<file path="src/hw/rtl/gbb_pkg.sv">
// ============================================================================
// gbb_pkg
// Shared types, codes and constants of the bitmap glyph blitter.
// ============================================================================
`default_nettype none

package gbb_pkg;

    // Default sizes of the glyph store.
    localparam int MAX_GLYPH_W = 8;
    localparam int MAX_GLYPH_H = 16;
    localparam int NUM_CODES   = 256;

    // Field widths.
    localparam int CMD_W     = 2;
    localparam int CODE_W    = 8;
    localparam int ROW_W     = 4;
    localparam int PIX_W     = 64;
    localparam int GW_W      = 4;
    localparam int POS_W     = 16;
    localparam int X_W       = 24;
    localparam int Y_W       = 17;
    localparam int MASK_W    = 8;
    localparam int HEIGHT_W  = 5;
    localparam int TRANS_W   = 8;
    localparam int COUNT_W   = 9;
    localparam int FRAME_W   = 13;
    localparam int CFG_IDX_W = 3;
    localparam int CFG_DAT_W = 13;
    localparam int DELTA_W   = 5;

    // Commands.
    localparam logic [CMD_W-1:0] CMD_LOAD_ROW  = 2'd0;
    localparam logic [CMD_W-1:0] CMD_SET_WIDTH = 2'd1;
    localparam logic [CMD_W-1:0] CMD_BEGIN     = 2'd2;
    localparam logic [CMD_W-1:0] CMD_DRAW      = 2'd3;

    // Configuration register indexes.
    localparam logic [CFG_IDX_W-1:0] CFG_GLYPH_HEIGHT = 3'd0;
    localparam logic [CFG_IDX_W-1:0] CFG_TRANSPARENT  = 3'd1;
    localparam logic [CFG_IDX_W-1:0] CFG_CHAR_COUNT   = 3'd2;
    localparam logic [CFG_IDX_W-1:0] CFG_FRAME_WIDTH  = 3'd3;
    localparam logic [CFG_IDX_W-1:0] CFG_FRAME_HEIGHT = 3'd4;

    // Configuration reset values.
    localparam logic [HEIGHT_W-1:0] RST_GLYPH_HEIGHT = 5'd8;
    localparam logic [TRANS_W-1:0]  RST_TRANSPARENT  = 8'd0;
    localparam logic [COUNT_W-1:0]  RST_CHAR_COUNT   = 9'd0;
    localparam logic [FRAME_W-1:0]  RST_FRAME_WIDTH  = 13'd640;
    localparam logic [FRAME_W-1:0]  RST_FRAME_HEIGHT = 13'd480;

    // Pen arithmetic.
    localparam logic [DELTA_W-1:0] BAD_CODE_ADVANCE = 5'd4;
    localparam logic [DELTA_W-1:0] GLYPH_GAP        = 5'd1;
    localparam logic [X_W-1:0]     PEN_MAX          = 24'h7F_FFFF;

    // Rows per character never exceed this count.
    localparam int ROWS_OUT_MAX = 16;

    typedef struct packed {
        logic [HEIGHT_W-1:0] glyph_height;
        logic [TRANS_W-1:0]  transparent_index;
        logic [COUNT_W-1:0]  char_count;
        logic [FRAME_W-1:0]  frame_width;
        logic [FRAME_W-1:0]  frame_height;
    } cfg_t;

    typedef struct packed {
        logic              row_we;
        logic              wid_we;
        logic [CODE_W-1:0] code;
        logic [ROW_W-1:0]  row;
        logic [GW_W-1:0]   width;
    } store_wr_t;

    typedef struct packed {
        logic              wid_re;
        logic              row_re;
        logic [CODE_W-1:0] code;
        logic [ROW_W-1:0]  row;
    } store_rd_t;

endpackage

`default_nettype wire

</file>
<file path="src/hw/rtl/gbb_cfg.sv">
// ============================================================================
// gbb_cfg
// Configuration register file of the glyph blitter.
// ============================================================================
`default_nettype none

module gbb_cfg (
    input  wire logic                           clk,
    input  wire logic                           rst_n,
    input  wire logic                           cfg_valid,
    output logic                                cfg_ready,
    input  wire logic [gbb_pkg::CFG_IDX_W-1:0]  cfg_index,
    input  wire logic [gbb_pkg::CFG_DAT_W-1:0]  cfg_data,
    output gbb_pkg::cfg_t                       cfg
);

    gbb_pkg::cfg_t cfg_reg;
    gbb_pkg::cfg_t cfg_next;

    // Writes are always taken.
    assign cfg_ready = 1'b1;
    assign cfg       = cfg_reg;

    // Register decode; unknown indexes are dropped.
    always_comb
    begin
        cfg_next = cfg_reg;
        if (cfg_valid)
        begin
            unique case (cfg_index)
                gbb_pkg::CFG_GLYPH_HEIGHT:
                    cfg_next.glyph_height = cfg_data[gbb_pkg::HEIGHT_W-1:0];
                gbb_pkg::CFG_TRANSPARENT:
                    cfg_next.transparent_index = cfg_data[gbb_pkg::TRANS_W-1:0];
                gbb_pkg::CFG_CHAR_COUNT:
                    cfg_next.char_count = cfg_data[gbb_pkg::COUNT_W-1:0];
                gbb_pkg::CFG_FRAME_WIDTH:
                    cfg_next.frame_width = cfg_data[gbb_pkg::FRAME_W-1:0];
                gbb_pkg::CFG_FRAME_HEIGHT:
                    cfg_next.frame_height = cfg_data[gbb_pkg::FRAME_W-1:0];
                default:
                    cfg_next = cfg_reg;
            endcase
        end
    end

    always_ff @(posedge clk or negedge rst_n)
    begin
        if (!rst_n)
        begin
            cfg_reg.glyph_height      <= gbb_pkg::RST_GLYPH_HEIGHT;
            cfg_reg.transparent_index <= gbb_pkg::RST_TRANSPARENT;
            cfg_reg.char_count        <= gbb_pkg::RST_CHAR_COUNT;
            cfg_reg.frame_width       <= gbb_pkg::RST_FRAME_WIDTH;
            cfg_reg.frame_height      <= gbb_pkg::RST_FRAME_HEIGHT;
        end
        else
        begin
            cfg_reg <= cfg_next;
        end
    end

endmodule

`default_nettype wire

</file>
<file path="config.mk">
export PLATFORM = sky130hd
export DESIGN_NAME = gbb_cfg
export DESIGN_NICKNAME = d
export VERILOG_FILES = /design/src/hw/rtl/gbb_pkg.sv /design/src/hw/rtl/gbb_cfg.sv
export SDC_FILE = /design/constraint.sdc
export NUM_CORES = 1
export LEC_CHECK = 0
export BUFFER_PORTS_ARGS = -buffer_cell sky130_fd_sc_hd__buf_2
export CORE_UTILIZATION = 44
export DETAILED_ROUTE_END_ITERATION = 10
export PLACE_DENSITY = 0.75
export SYNTH_ARGS = -nofsm -noshare
export SYNTH_HDL_FRONTEND = slang
export SYNTH_SLANG_ARGS = --single-unit
</file>
<file path="constraint.sdc">
create_clock -name clk -period 0.8 [get_ports clk]
set_input_delay 0.16 -clock clk [delete_from_list [all_inputs] [get_ports clk]]
set_output_delay 0.16 -clock clk [all_outputs]
set_load 0.02 [all_outputs]
</file>
# Yosys cells after proc, flatten, opt, wreduce, memory -nomap -nowiden
# Cells that the tools add are included.
# W data, S select, Z words.
[classes]
add_sub_neg = 0
mul = 0
div_mod_pow = 0
order_cmp = 0
eq_ne = 4
shift = 0
mux = 0
bitwise_logic = 0
n_reduce_logical = 6
[op_table]
columns = ["operator", "count"]
rows = [
  ["$reduce_and A2 Y1", 5],
  ["$eq A3 B2 Y1 const B", 2],
  ["$eq A3 B1 Y1 const B", 1],
  ["$eq A3 B3 Y1 const B", 1],
  ["$logic_not A3 Y1", 1],
]
[totals]
ff_bits = 48
latch_bits = 0
ram_bits = 0
mem_bits_ro = 0
inputBits = 19
out_inout_bits = 49
word_cells = 15
memories = 0

# Longest topological paths before layout
[depth]
word_depth = 2
mapped_depth = 3
depth_no_buf = 2

# Worst setup path before layout
# No wires, ideal clock.
[synth_path]
path_type = "input -> register"
start = "in cfg_index[1] (netlist name)"
end = "reg cfg_reg, in the netlist cfg[10]"
setup_ps = 125
arrival_ps = 967
path_slack_ps = -292
stages = 3
path_cell_list = "and4bb_4 -> buf_6 -> mux2_4"
[synth_via]
elab_chain_len = 2
[synth_rtl]
columns = ["item", "line", "source"]
rows = [
  ["start, declared", "gbb_cfg.sv:12", "input wire logic [gbb_pkg::CFG_IDX_W-1:0] cfg_index,"],
  ["$eq A3 B3 Y1", "gbb_cfg.sv:30", "unique case (cfg_index)"],
  ["$reduce_and A2 Y1 (no source line)", "--", ""],
  ["end signal, assigned", "gbb_cfg.sv:59", "cfg_reg <= cfg_next;"],
  ["end, declared", "gbb_cfg.sv:17", "gbb_pkg::cfg_t cfg_reg;"],
]
# Every way passes these cells.
# A chain may end at the register's enable or synchronous reset.

# Worst setup path after layout
[layout_path]
start = "reg cfg_reg, in the netlist cfg[20]"
end = "out cfg[20] (netlist name)"
[layout_lines]
columns = ["item", "line", "source"]
rows = [
  ["end, declared", "gbb_cfg.sv:14", "output gbb_pkg::cfg_t cfg"],
]
# No word-level cell between the ends.

==> flow_summary.ini <==
[run_status]
status = finished, violations left
violations = setup timing

[cells_and_area]
mostFrequentLayoutCells = buf_6, mux2_4, dfrtp_1
diodes = 0
fillers = 215
layout_commonest_cell = buf_6
area_delta_synth_final_pct = 74.71
largest_register_ff_count = 48
drive_gt1_frac = 0.8142
nets = 244

[power]
p_leak_uw = 0.001704
peakVddDrop_mv = 1.792
p_per_area_nw_per_um2 = 2615
fin_total_pwr_uw = 8907

[sta]
fmax_mhz = 887.0
period_minus_slack_ns = 1.127
period_share = 1.409
fin_worst_skew_ns = 0
setup_violations = 93
holdWs_ns = 0.1038
hold_viol = 0
final.setup.worst_slack_ns = -0.3274
slew_viol_final = 0
grt_setup_unrepaired = yes
setup-tns-final_ns = -15.23

[worst_setup_path]
reg2regPathDepth = 3
crit_start = cfg[20]
critPathTopFamily = flip-flops
crit_path_top_delay_cell = dfstp_2
crit-reg2reg-launch = cfg[8]
path_max_fanout = 2
endpoint = cfg[20]
cp.arrival_ns = 0.97
crit_chain = buf_6
end_kind = output pin
reg2reg_to = cfg[8]
start_kind = flip-flop
cpPeakStageDelay_ns = 0.55
path_class = flip-flop to output pin
crit_cells = 1
rrSetupSlack_ns = -0.15
critPathBufInv = 1
crit_required_ns = 0.64

[routing]
drt_pass1_iterations = 4
routed_wire_length_per_instance_um = 18.46
drt_iter0_drc = 77
ant_nets = 0
totalWireLength_um = 5096
via_per_inst = 5.011
vias = 1383
drc = 0

[global_route]
grt_max_degree = 49
overflow = 0
antenna_found_initial = 0
grt_pass1_wl_um = 7472
grt_pass1_vias = 1470
grt_usage = 0.2262

[place]
dp_hpwl_um = 2909
routabilityCongestion = 0.6442
dpl_worst_slack_ns = -0.5067
io_buffers = 66

[clock_network]
cts_buffers = 5
root_buffer = clkbuf_8
cts-htree-levels = 2
cts.sinks = 48
clk_path_buf_depth = 2
clock_latency_ns = 0.30
cts_tree = built
clk_pin_slew_ns = 0.09

[synthesis]
ys_seq_area_frac = 0.6207
yosysUniqueCellTypes = 14
synth_seq_cells = 48
synth.top_cell.area_share = 0.5263
yosys_warnings = 0
synth_cells = 107
syn_avg_cell_area_sq_um = 18.22
yosysTopAreaCell = dfrtp_1
synth_nets = 126
netlist_area_sq_um = 1949
synthTopCellsByArea = dfrtp_1, mux2_4, mux2_1

[die]
coreArea_sq_um = 4115
die-height_um = 68.56
start_util = 0.4737
die_x_um = 68.56
ios = 68
num_rows = 23
dieArea_sq_um = 4700

[run]
cap_violations = 0

[worst_hold_path]
min-delay-path-class = input port to flip-flop
[power breakdown]
part	switching (uW)	internal [uW]	leakage, uW
combinational	1370	2310	0.00109
clock	813	928	0.0000552
sequential	462	3030	0.000562
[cells in the mapped netlist (all sizes together)]
cell type,instances
and4bb,2
nand4b,1
conb,1
dfrtp,41
nor4b,1
dfstp,7
nor4bb,1
buf,5
mux2,48
[metrics by stage]
step                      cells  cell area, sq um    util
after floorplan             107              2051       -
after global placement      233              2569  0.6242
after detailed placement    233              2569  0.6242
after CTS                   269              3272  0.7951
after global routing        276              3406  0.8276
final                       276              3406  0.8276
[worst min path at each step]
stage | from | end | slack, ns | cells after the start
finish | cfg_data[12] | cfg[25] | 0.10 | 2
global route | cfg_data[11] | cfg[24] | 0.10 | 2
CTS | cfg_data[12] | cfg[25] | 0.1 | 2
detailed placement | rst_n | cfg[9] | 0.16 | 2
global placement | rst_n | cfg[9] | 0.16 | 2
floorplan | rst_n | cfg[0] | -0.14 | 0
[repair_timing]
item,in CTS,in global routing
pin swaps,4,2
setup buffers,27,7
hold endpoints to repair,41,0
hold buffers,1,0
resized for setup,119,18
endpoints found under the setup margin,95,94
gates cloned,0,1
[final cells by class]
class / count / area, sq um / area share
Sequential cell: 48 / 1214 / 0.3564
Timing Repair Buffer: 116 / 1196 / 0.3512
Multi-Input combinational cell: 54 / 825.8 / 0.2425
Tap cell: 50 / 62.56 / 0.01837
Clock inverter: 2 / 35.03 / 0.01029
Clock buffer: 6 / 72.57 / 0.02131
[cells by family (layout without fill, tap and decap cells)]
group,count (synthesis),in the layout,synth area share
other,1,1,0.001924
buffers and inverters,5,124,0.02182
muxes,48,48,0.3158
DFF,48,48,0.6207
and+or+nand+nor,5,5,0.03979
[routing by layer]
metal	track usage	vias to the layer above	routed length, um
li1	-	612	-
met1	0.2787	706	2178
met2	0.3811	56	2552
met3	0.05921	9	295
met4	0.08073	0	69
met5	0	-	0
(Power assumes the default switching activity.)
