==> config.mk <==
export PLATFORM = sky130hd
export DESIGN_NAME = gbb_seq
export DESIGN_NICKNAME = d
export VERILOG_FILES = /design/src/hw/rtl/gbb_pkg.sv /design/src/hw/rtl/gbb_seq.sv
export SDC_FILE = /design/constraint.sdc
export NUM_CORES = 1
export LEC_CHECK = 0
export ABC_AREA = 1
export BUFFER_PORTS_ARGS = -buffer_cell sky130_fd_sc_hd__buf_2
export CAP_MARGIN = 20
export CELL_PAD_IN_SITES_DETAIL_PLACEMENT = 1
export CELL_PAD_IN_SITES_GLOBAL_PLACEMENT = 1
export CORE_UTILIZATION = 43
export DETAILED_ROUTE_END_ITERATION = 8
export PLACE_DENSITY = 0.84
export SLEW_MARGIN = 20
export SYNTH_ARGS = -nofsm -noshare
export SYNTH_HDL_FRONTEND = slang
export SYNTH_SLANG_ARGS = --single-unit
==> constraint.sdc <==
create_clock -name clk -period 12.8 [get_ports clk]
set_input_delay 0.64 -clock clk [delete_from_list [all_inputs] [get_ports clk]]
set_output_delay 0.64 -clock clk [all_outputs]
set_load 0.005 [all_outputs]
==> src/hw/rtl/gbb_pkg.sv <==
// ============================================================================
// gbb_pkg
// Shared types, codes and constants of the bitmap glyph blitter.
// ============================================================================
`default_nettype none

package gbb_pkg;

    // Default sizes of the glyph store.
    localparam int MAX_GLYPH_W = 8;
    localparam int MAX_GLYPH_H = 16;
    localparam int NUM_CODES   = 256;

    // Field widths.
    localparam int CMD_W     = 2;
    localparam int CODE_W    = 8;
    localparam int ROW_W     = 4;
    localparam int PIX_W     = 64;
    localparam int GW_W      = 4;
    localparam int POS_W     = 16;
    localparam int X_W       = 24;
    localparam int Y_W       = 17;
    localparam int MASK_W    = 8;
    localparam int HEIGHT_W  = 5;
    localparam int TRANS_W   = 8;
    localparam int COUNT_W   = 9;
    localparam int FRAME_W   = 13;
    localparam int CFG_IDX_W = 3;
    localparam int CFG_DAT_W = 13;
    localparam int DELTA_W   = 5;

    // Commands.
    localparam logic [CMD_W-1:0] CMD_LOAD_ROW  = 2'd0;
    localparam logic [CMD_W-1:0] CMD_SET_WIDTH = 2'd1;
    localparam logic [CMD_W-1:0] CMD_BEGIN     = 2'd2;
    localparam logic [CMD_W-1:0] CMD_DRAW      = 2'd3;

    // Configuration register indexes.
    localparam logic [CFG_IDX_W-1:0] CFG_GLYPH_HEIGHT = 3'd0;
    localparam logic [CFG_IDX_W-1:0] CFG_TRANSPARENT  = 3'd1;
    localparam logic [CFG_IDX_W-1:0] CFG_CHAR_COUNT   = 3'd2;
    localparam logic [CFG_IDX_W-1:0] CFG_FRAME_WIDTH  = 3'd3;
    localparam logic [CFG_IDX_W-1:0] CFG_FRAME_HEIGHT = 3'd4;

    // Configuration reset values.
    localparam logic [HEIGHT_W-1:0] RST_GLYPH_HEIGHT = 5'd8;
    localparam logic [TRANS_W-1:0]  RST_TRANSPARENT  = 8'd0;
    localparam logic [COUNT_W-1:0]  RST_CHAR_COUNT   = 9'd0;
    localparam logic [FRAME_W-1:0]  RST_FRAME_WIDTH  = 13'd640;
    localparam logic [FRAME_W-1:0]  RST_FRAME_HEIGHT = 13'd480;

    // Pen arithmetic.
    localparam logic [DELTA_W-1:0] BAD_CODE_ADVANCE = 5'd4;
    localparam logic [DELTA_W-1:0] GLYPH_GAP        = 5'd1;
    localparam logic [X_W-1:0]     PEN_MAX          = 24'h7F_FFFF;

    // Rows per character never exceed this count.
    localparam int ROWS_OUT_MAX = 16;

    typedef struct packed {
        logic [HEIGHT_W-1:0] glyph_height;
        logic [TRANS_W-1:0]  transparent_index;
        logic [COUNT_W-1:0]  char_count;
        logic [FRAME_W-1:0]  frame_width;
        logic [FRAME_W-1:0]  frame_height;
    } cfg_t;

    typedef struct packed {
        logic              row_we;
        logic              wid_we;
        logic [CODE_W-1:0] code;
        logic [ROW_W-1:0]  row;
        logic [GW_W-1:0]   width;
    } store_wr_t;

    typedef struct packed {
        logic              wid_re;
        logic              row_re;
        logic [CODE_W-1:0] code;
        logic [ROW_W-1:0]  row;
    } store_rd_t;

endpackage

`default_nettype wire

==> src/hw/rtl/gbb_seq.sv <==
// ============================================================================
// gbb_seq
// Command sequencer: pen state, glyph row streaming and output register.
// ============================================================================
`default_nettype none

module gbb_seq #(
    parameter int MAX_GLYPH_H = gbb_pkg::MAX_GLYPH_H,
    parameter int NUM_CODES   = gbb_pkg::NUM_CODES
) (
    input  wire logic                          clk,
    input  wire logic                          rst_n,
    input  wire gbb_pkg::cfg_t                 cfg,
    input  wire logic                          in_valid,
    output logic                               in_ready,
    input  wire logic [gbb_pkg::CMD_W-1:0]     command,
    input  wire logic [gbb_pkg::CODE_W-1:0]    glyph_code,
    input  wire logic [gbb_pkg::ROW_W-1:0]     glyph_row,
    input  wire logic [gbb_pkg::GW_W-1:0]      glyph_width,
    input  wire logic signed [gbb_pkg::POS_W-1:0] start_x,
    input  wire logic signed [gbb_pkg::POS_W-1:0] start_y,
    output gbb_pkg::store_wr_t                 wr,
    output gbb_pkg::store_rd_t                 rd,
    input  wire logic [gbb_pkg::GW_W-1:0]      rd_width,
    input  wire logic [gbb_pkg::PIX_W-1:0]     rd_pixels,
    output logic                               out_valid,
    input  wire logic                          out_ready,
    output logic signed [gbb_pkg::X_W-1:0]     row_x,
    output logic signed [gbb_pkg::Y_W-1:0]     row_y,
    output logic      [gbb_pkg::PIX_W-1:0]     pixel_bytes,
    output logic      [gbb_pkg::MASK_W-1:0]    write_mask,
    output logic                               last_row,
    output logic      [gbb_pkg::X_W-1:0]       advance_total
);

    localparam int ROW_CAP = (MAX_GLYPH_H < gbb_pkg::ROWS_OUT_MAX)
                           ? MAX_GLYPH_H : gbb_pkg::ROWS_OUT_MAX;

    localparam logic [1:0] S_IDLE  = 2'd0;
    localparam logic [1:0] S_WIDTH = 2'd1;
    localparam logic [1:0] S_EMPTY = 2'd2;
    localparam logic [1:0] S_ROWS  = 2'd3;

    localparam int HW = gbb_pkg::HEIGHT_W;
    localparam int XW = gbb_pkg::X_W;
    localparam int PW = gbb_pkg::POS_W;
    localparam int MW = gbb_pkg::MASK_W;

    // Control state.
    logic [1:0]        state_reg, state_next;
    logic signed [XW-1:0] pen_reg, pen_next;
    logic [PW-1:0]     origin_x_reg, origin_x_next;
    logic [PW-1:0]     origin_y_reg, origin_y_next;
    logic [HW-1:0]     rd_cnt_reg, rd_cnt_next;
    logic [gbb_pkg::ROW_W-1:0] em_cnt_reg, em_cnt_next;
    logic              dv_reg, dv_next;
    logic              out_valid_reg, out_valid_next;

    // Per-character payload.
    logic [gbb_pkg::CODE_W-1:0] code_reg;
    logic [XW-1:0]     start_reg;
    logic [XW-1:0]     adv_reg;
    logic [MW-1:0]     colmask_reg;
    logic [HW-1:0]     rows_reg;

    // Output payload.
    logic [XW-1:0]     row_x_reg;
    logic [gbb_pkg::Y_W-1:0] row_y_reg;
    logic [gbb_pkg::PIX_W-1:0] pix_reg;
    logic [MW-1:0]     mask_reg;
    logic              last_reg;
    logic [XW-1:0]     adv_out_reg;

    // Combinational terms.
    logic                        in_acc;
    logic [gbb_pkg::COUNT_W-1:0] limit;
    logic                        bad_code;
    logic [gbb_pkg::DELTA_W-1:0] delta;
    logic [XW:0]                 pen_sum;
    logic [XW-1:0]               pen_sat;
    logic [XW-1:0]               adv_w;
    logic [HW-1:0]               rows_w;
    logic [MW-1:0]               colmask_w;
    logic [XW:0]                 col_x;
    logic                        out_free;
    logic                        row_load;
    logic                        empty_load;
    logic                        issue;
    logic                        is_last;
    logic [gbb_pkg::Y_W-1:0]     y_w;
    logic                        y_in;
    logic [MW-1:0]               mask_w;

    assign in_ready = (state_reg == S_IDLE);
    assign in_acc   = in_valid && in_ready;

    // Store write requests come straight from accepted load commands.
    always_comb
    begin
        wr.row_we = in_acc && (command == gbb_pkg::CMD_LOAD_ROW);
        wr.wid_we = in_acc && (command == gbb_pkg::CMD_SET_WIDTH);
        wr.code   = glyph_code;
        wr.row    = glyph_row;
        wr.width  = glyph_width;
    end

    // Store read requests: width at draw accept, then one row per cycle while the output is free.
    always_comb
    begin
        rd.wid_re = in_acc && (command == gbb_pkg::CMD_DRAW);
        rd.row_re = issue;
        rd.code   = (state_reg == S_IDLE) ? glyph_code : code_reg;
        rd.row    = rd_cnt_reg[gbb_pkg::ROW_W-1:0];
    end

    // Width lookup stage: code check, pen advance and column clip mask.
    always_comb
    begin
        limit    = (cfg.char_count < gbb_pkg::COUNT_W'(NUM_CODES))
                 ? cfg.char_count : gbb_pkg::COUNT_W'(NUM_CODES);
        bad_code = {1'b0, code_reg} >= limit;
        delta    = bad_code ? gbb_pkg::BAD_CODE_ADVANCE
                            : gbb_pkg::DELTA_W'(rd_width) + gbb_pkg::GLYPH_GAP;
        pen_sum  = {pen_reg[XW-1], pen_reg} + (XW+1)'(delta);
        pen_sat  = (!pen_sum[XW] && pen_sum[XW-1]) ? gbb_pkg::PEN_MAX : pen_sum[XW-1:0];
        adv_w    = pen_sat - {{(XW-PW){origin_x_reg[PW-1]}}, origin_x_reg};
        rows_w   = (cfg.glyph_height > HW'(ROW_CAP)) ? HW'(ROW_CAP) : cfg.glyph_height;
        col_x    = '0;
        for (int c = 0; c < MW; c++)
        begin
            col_x        = {pen_reg[XW-1], pen_reg} + (XW+1)'(c);
            colmask_w[c] = (gbb_pkg::GW_W'(c) < rd_width) && !col_x[XW]
                        && (col_x < (XW+1)'(cfg.frame_width));
        end
    end

    // Row stage: vertical clip and transparency per column.
    always_comb
    begin
        y_w  = {origin_y_reg[PW-1], origin_y_reg} + gbb_pkg::Y_W'(em_cnt_reg);
        y_in = !y_w[gbb_pkg::Y_W-1]
            && (y_w[PW-1:0] < PW'(cfg.frame_height));
        for (int c = 0; c < MW; c++)
        begin
            mask_w[c] = colmask_reg[c] && y_in
                     && (rd_pixels[8*c +: 8] != cfg.transparent_index);
        end
    end

    // Output handshake and row read pacing.
    assign out_free   = !out_valid_reg || out_ready;
    assign row_load   = (state_reg == S_ROWS) && dv_reg && out_free;
    assign empty_load = (state_reg == S_EMPTY) && out_free;
    assign issue      = (state_reg == S_ROWS) && (rd_cnt_reg < rows_reg)
                     && (!dv_reg || row_load);
    assign is_last    = ({1'b0, em_cnt_reg} == (rows_reg - HW'(1)));

    // Next-state logic.
    always_comb
    begin
        state_next     = state_reg;
        pen_next       = pen_reg;
        origin_x_next  = origin_x_reg;
        origin_y_next  = origin_y_reg;
        rd_cnt_next    = rd_cnt_reg;
        em_cnt_next    = em_cnt_reg;
        dv_next        = dv_reg;
        out_valid_next = out_valid_reg;

        if (out_ready)
        begin
            out_valid_next = 1'b0;
        end
        if (row_load || empty_load)
        begin
            out_valid_next = 1'b1;
        end

        unique case (state_reg)
            S_IDLE:
            begin
                if (in_acc && (command == gbb_pkg::CMD_BEGIN))
                begin
                    origin_x_next = start_x;
                    origin_y_next = start_y;
                    pen_next      = {{(XW-PW){start_x[PW-1]}}, start_x};
                end
                if (in_acc && (command == gbb_pkg::CMD_DRAW))
                begin
                    state_next = S_WIDTH;
                end
            end
            S_WIDTH:
            begin
                pen_next    = pen_sat;
                rd_cnt_next = '0;
                em_cnt_next = '0;
                dv_next     = 1'b0;
                state_next  = (bad_code || (rows_w == '0)) ? S_EMPTY : S_ROWS;
            end
            S_EMPTY:
            begin
                if (out_free)
                begin
                    state_next = S_IDLE;
                end
            end
            S_ROWS:
            begin
                if (issue)
                begin
                    rd_cnt_next = rd_cnt_reg + HW'(1);
                    dv_next     = 1'b1;
                end
                else if (row_load)
                begin
                    dv_next = 1'b0;
                end
                if (row_load)
                begin
                    em_cnt_next = em_cnt_reg + gbb_pkg::ROW_W'(1);
                    if (is_last)
                    begin
                        state_next = S_IDLE;
                    end
                end
            end
            default:
            begin
                state_next = S_IDLE;
            end
        endcase
    end

    always_ff @(posedge clk or negedge rst_n)
    begin
        if (!rst_n)
        begin
            state_reg     <= S_IDLE;
            pen_reg       <= '0;
            origin_x_reg  <= '0;
            origin_y_reg  <= '0;
            rd_cnt_reg    <= '0;
            em_cnt_reg    <= '0;
            dv_reg        <= 1'b0;
            out_valid_reg <= 1'b0;
        end
        else
        begin
            state_reg     <= state_next;
            pen_reg       <= pen_next;
            origin_x_reg  <= origin_x_next;
            origin_y_reg  <= origin_y_next;
            rd_cnt_reg    <= rd_cnt_next;
            em_cnt_reg    <= em_cnt_next;
            dv_reg        <= dv_next;
            out_valid_reg <= out_valid_next;
        end
    end

    // Payload registers.
    always_ff @(posedge clk)
    begin
        if (in_acc)
        begin
            code_reg <= glyph_code;
        end
        if (state_reg == S_WIDTH)
        begin
            start_reg   <= pen_reg;
            adv_reg     <= adv_w;
            colmask_reg <= colmask_w;
            rows_reg    <= rows_w;
        end
        if (row_load)
        begin
            row_x_reg   <= start_reg;
            row_y_reg   <= y_w;
            pix_reg     <= rd_pixels;
            mask_reg    <= mask_w;
            last_reg    <= is_last;
            adv_out_reg <= adv_reg;
        end
        else if (empty_load)
        begin
            row_x_reg   <= start_reg;
            row_y_reg   <= {origin_y_reg[PW-1], origin_y_reg};
            pix_reg     <= '0;
            mask_reg    <= '0;
            last_reg    <= 1'b1;
            adv_out_reg <= adv_reg;
        end
    end

    assign out_valid     = out_valid_reg;
    assign row_x         = row_x_reg;
    assign row_y         = row_y_reg;
    assign pixel_bytes   = pix_reg;
    assign write_mask    = mask_reg;
    assign last_row      = last_reg;
    assign advance_total = adv_out_reg;

endmodule

`default_nettype wire

## Word level (Yosys, flattened, before mapping)

Cells that the tools add are included.

| word-level totals | value |
|---|---|
| output and inout bits | 172 |
| bits of input ports | 170 |
| logic and storage cells | 183 |
| bits in registers | 276 |

| cells by class | value |
|---|---|
| add/sub/neg operators | 14 |
| reductions and logical operators | 73 |
| eq/ne operators | 22 |
| multiplexer cells | 34 |
| order comparisons | 21 |

Operators by type and width:

| cell | number |
|---|---|
| < comparator 25 x 13 -> 1 bit | 8 |
| 2-to-1 mux 24 bit | 6 |
| 2-to-1 mux 64 bit | 2 |
| adder 24 x 4 -> 25 bit, second input constant | 4 |
| inequality test 8 bit | 8 |
| adder 24 x 3 -> 25 bit, second input constant | 2 |
| case mux 24 bit (2 select lines) | 1 |
| logical AND 1 bit | 44 |
| 2-to-1 mux 17 bit | 2 |
| adder 24 x 2 -> 25 bit, second input constant | 1 |
| adder 24 x 6 -> 25 bit | 1 |
| 2-to-1 mux 8 bit | 3 |
| subtractor 24 bit | 1 |
| adder 16 x 5 -> 17 bit | 1 |
| < comparator 16 x 13 -> 1 bit | 1 |
| < comparator 3 x 4 -> 1 bit, first input constant | 4 |
| 2-to-1 mux 5 bit | 3 |
| zero test 1 bit | 12 |
| case mux 5 bit (2 select lines) | 1 |
| AND reduction 2 bit | 5 |
| greater-or-equal comparator 8 x 9 -> 1 bit | 1 |
| < comparator 9 bit, second input constant | 1 |
| 2-to-1 mux 9 bit | 1 |
| equality test 2 bit, second input constant | 4 |
| other kinds (24) | 47 |

## Longest topological paths before layout

| depth | value |
|---|---|
| word-level depth | 9 |
| mapped depth | 32 |
| depth with buffers taken out | 32 |

## Least setup slack after synthesis

No wires, ideal clock.

| timing | value |
|---|---|
| path kind | in2reg |
| from | input port out_ready |
| to | register out_valid_reg (netlist: out_valid) |
| data required time | 12.672 ns |
| slack | 1.381 ns |
| data arrival time | 11.291 ns |
| path buffers | 0 |
| stages | 3 |
| path through | nor2_1 o21ai_0 or2_2 |

| between the ends | value |
|---|---|
| longest elaborated chain between the ends | 4 |

RTL lines:

| element | line | text |
|---|---|---|
| start: declaration | gbb_seq.sv:27 | `input wire logic out_ready,` |
| logical OR 1 bit * | gbb_seq.sv:151 | `assign out_free = !out_valid_reg \|\| out_ready;` |
| logical AND 1 bit (on tied branches) | gbb_seq.sv:152, gbb_seq.sv:153 |  |
| logical OR 1 bit * | gbb_seq.sv:174 | `if (row_load \|\| empty_load)` |
| 2-to-1 mux 1 bit * | gbb_seq.sv:174 |  |
| net out_valid_next | gbb_seq.sv:57 | `logic out_valid_reg, out_valid_next;` |
| end signal: assignment | gbb_seq.sv:257 | `out_valid_reg <= out_valid_next;` |
| end: declaration | gbb_seq.sv:57 |  |

Mark *: on every way through the listed nets, which the timed path passes. The rest lies on a longest branch.
A chain may end at the register's enable or synchronous reset.

## Final worst setup path

| timing | value |
|---|---|
| from | input port cfg[34] in the netlist's numbering |
| to | register adv_reg[16], data pin |

| between the ends | value |
|---|---|
| longest elaborated chain between the ends | 9 |

RTL lines:

| element | line | text |
|---|---|---|
| start: declaration | gbb_seq.sv:13 | `input wire gbb_pkg::cfg_t cfg,` |
| < comparator 9 bit | gbb_seq.sv:119 | `limit = (cfg.char_count < gbb_pkg::COUNT_W'(NUM_CODES))` |
| 2-to-1 mux 9 bit * | gbb_seq.sv:120 | `? cfg.char_count : gbb_pkg::COUNT_W'(NUM_CODES);` |
| greater-or-equal comparator 8 x 9 -> 1 bit * | gbb_seq.sv:121 | `bad_code = {1'b0, code_reg} >= limit;` |
| 2-to-1 mux 5 bit * | gbb_seq.sv:122 | `delta = bad_code ? gbb_pkg::BAD_CODE_ADVANCE` |
| adder 24 x 6 -> 25 bit * | gbb_seq.sv:124 | `pen_sum = {pen_reg[XW-1], pen_reg} + (XW+1)'(delta);` |
| zero test 1 bit | gbb_seq.sv:125 | `pen_sat = (!pen_sum[XW] && pen_sum[XW-1]) ? gbb_pkg::PEN_MAX : pen_sum[XW-1:0];` |
| logical AND 1 bit | gbb_seq.sv:125 |  |
| 2-to-1 mux 24 bit * | gbb_seq.sv:125 |  |
| subtractor 24 bit * | gbb_seq.sv:126 | `adv_w = pen_sat - {{(XW-PW){origin_x_reg[PW-1]}}, origin_x_reg};` |
| net adv_w[16] | gbb_seq.sv:81 | `logic [XW-1:0] adv_w;` |
| end signal: assignment | gbb_seq.sv:271 | `adv_reg <= adv_w;` |
| end: declaration | gbb_seq.sv:62 | `logic [XW-1:0] adv_reg;` |

Marks and branches as above.

==> impl_metrics.ini <==
[finish]
nFillCells = 5618
syn2layout_area_growth_pct = 14.9
final_cell_mix = nand2_1, buf_2, inv_1
largest_register_ffs = 64
drive_above_1_share_pct = 17.9
final_common_cell = nand2_1
final_nets = 3042

[pwr]
p_int_mw = 3.08
swShare_pct = 48.2
power_frac_seq_pct = 31.4
power.switching_mw = 2.87
peakVddDrop_uv = 140
comb_power_share_pct = 54.0
powerDensity_nw_per_um2 = 260
leakage_nw = 11.1
clkPwrFrac_pct = 14.6

[drt]
drt-initial-drc-count = 1193
remaining_drc_errors = 0
dr_total_vias = 18400
wl_um = 75500
drt_first_pass_iters = 5
avgViaCountPerCell = 5.52
avgRoutedWirePerCell_um = 22.6
ant_nets = 0

[synth]
ys.flop_type = edfxtp_1
synthTopCellsByArea = edfxtp_1, nand2_1, ha_1
yosysTopAreaCell = edfxtp_1
synth_cell_types = 57
syn_inst = 2425
synth_top_area_share_pct = 31.1
syn_nets = 2760
synth_seq_cells = 276
synthArstFlopShare_pct = 25.0
synth-edff-count = 207
netlist_area_um2 = 20000
yosysSeqAreaShare_pct = 39.8
avgSynthCellArea_um2 = 8.23
yosysWarnings = 0

[critical_path]
path_common_cell = nand2_1
slowest_stage = fa_1
path_class = in -> reg
cp-end-kind = flop
required_ns = 13.11
cp-start-kind = primary input
worstPathArrival_ns = 5.80
crit_path_max_fanout = 23
critical-path-max-stage-delay_ns = 0.40
rr_worst_depth = 29

[sta]
fin_crit_ns = 5.49
min_period_over_period_pct = 42.9
skew_ns = 0.0318
fin_setup_tns_ns = 0
finalSetupViolCount = 0
rsz0062_at_grt = no
hold_violations = 0
hold-worst-slack_ns = 0.262
drv_slew = 0
max_slew_margin_pct = 35.4
clock.fmax_ghz = 0.182
worstMarginPinSlew_ns = 0.969
layout_setup_ws_ns = 7.31

[clocking]
clock_path_buffers = 3
h-tree-depth = 1
post_cts_resized = 0
clock-root-buffer = clkbuf_16
postCtsHoldBufs = 0
clock_latency_ns = 0.59
numCtsBuffers = 30
cts.sinks = 276
clk_pin_slew_worst_paths_ns = 0.06
post-cts-setup-buffer-count = 0
cts_tree = yes

[placement]
dp_slack_ns = 6.72
portBuffers = 325
gp_congestion = 1.02
hpwl_um = 60000

[floorplanning]
ios = 342
die_x_um = 217
core_area_um2 = 45600
rows = 78
die_y_um = 217
die_area_um2 = 47300
start_util_pct = 43.8

[grt]
gr-total-overflow = 0
grtUsageTotal_pct = 31.6
grt_pass1_wl_um = 113000
grt_max_degree = 91
grt_pass1_vias = 19400
antenna_found_initial = 9

[run_status]
outcome = completed

[worst_hold_path]
hp-class = in -> reg
min_path_cells = 1

[job]
maxCapViolCount = 0
## final cells by class
| cell class | instances | area, um2 | share of cell area, % |
|---|---|---|---|
| Tap cell | 600 | 751 | 3.27 |
| Inverter | 329 | 1240 | 5.39 |
| Sequential cell | 276 | 7940 | 34.6 |
| Antenna cell | 5 | 12.5 | 0.0545 |
| Multi-Input combinational cell | 1735 | 10300 | 44.9 |
| Clock buffer | 44 | 917 | 4.00 |
| Timing Repair Buffer | 335 | 1710 | 7.44 |
| Clock inverter | 12 | 76.3 | 0.333 |
## power by group through the flow
stage               combinational, mW  clock, mW  sequential, mW
finish                           3.21      0.871            1.87
global route                     3.54      0.916            1.90
CTS                              3.18      0.885            1.87
detailed placement               3.15          0            1.89
global placement                 2.98          0            1.86
floorplan                        2.18          0            1.77
## per-stage QoR
stage	cells	area [um2]	util, %	power [mW]
2_1_floorplan	2425	20000	-	3.96
3_3_place_gp	3275	21900	48.1	4.84
3_5_place_dp	3275	21900	48.1	5.03
4_1_cts	3331	22900	50.3	5.94
5_1_grt	3334	22900	50.3	6.36
6_report	3336	22900	50.3	5.96
## kinds of logic after synthesis
kind of cell    share of synthesized area (%)
compound gates                           7.18
fa+ha+maj                                10.5
simple gates                             25.9
buf+inv                                  8.79
flops                                    39.8
xor+xnor                                 7.89
## cells in the mapped netlist, types with 8 or more instances
| cell | n |
|---|---|
| nand3_1 | 134 |
| o21ai_1 | 9 |
| nor2_1 | 255 |
| inv_2 | 10 |
| ha_1 | 162 |
| buf_4 | 32 |
| clkbuf_1 | 33 |
| clkinv_1 | 12 |
| nand4_1 | 50 |
| dfrtp_1 | 69 |
| nor2_2 | 13 |
| xor2_1 | 124 |
| buf_2 | 10 |
| a31oi_1 | 8 |
| nor3_1 | 33 |
| nand2_2 | 12 |
| nand2_1 | 560 |
| nand2_4 | 27 |
| xnor2_1 | 54 |
| a21oi_1 | 88 |
| nor2_4 | 13 |
| o21ai_0 | 112 |
| inv_1 | 306 |
| edfxtp_1 | 207 |
## path summary, 6_finish.rpt
| path | from | endpoint | slack, ns |
|---|---|---|---|
| worst max-delay path | cfg[34] | adv_reg[16] | 7.31 |
| worst max register to register | code_reg[4] | adv_reg[16] | 7.31 |
| min in group asynchronous | rst_n | origin_y_reg[1] | 0.31 |
| worst min-delay path | glyph_code[5] | code_reg[5] | 0.26 |
| max in group asynchronous | rst_n | origin_x_reg[12] | 11.85 |
| worst min register to register | adv_reg[10] | advance_total[10] | 0.41 |
## worst max-delay path, delay by kind of cell
kind	cells	cell delay [ns]
simple gates	15	2.23
fa+ha+maj	5	1.29
compound gates	5	0.95
buf+inv	6	0.63
xor+xnor	1	0.06
## metal layers
| layer | global-route usage (%) | up-vias | share of wire [%] | routed length [um] |
|---|---|---|---|---|
| met2 | 56.3 | 714 | 50 | 37500 |
| met1 | 36.8 | 9013 | 39 | 29200 |
| li1 | - | 8471 | - | - |
| met4 | 15.7 | 4 | 5.1 | 3820 |
| met5 | 0 | - | 0.034 | 26 |
| met3 | 4.62 | 206 | 6.6 | 4990 |
(Power assumes the default switching activity.)
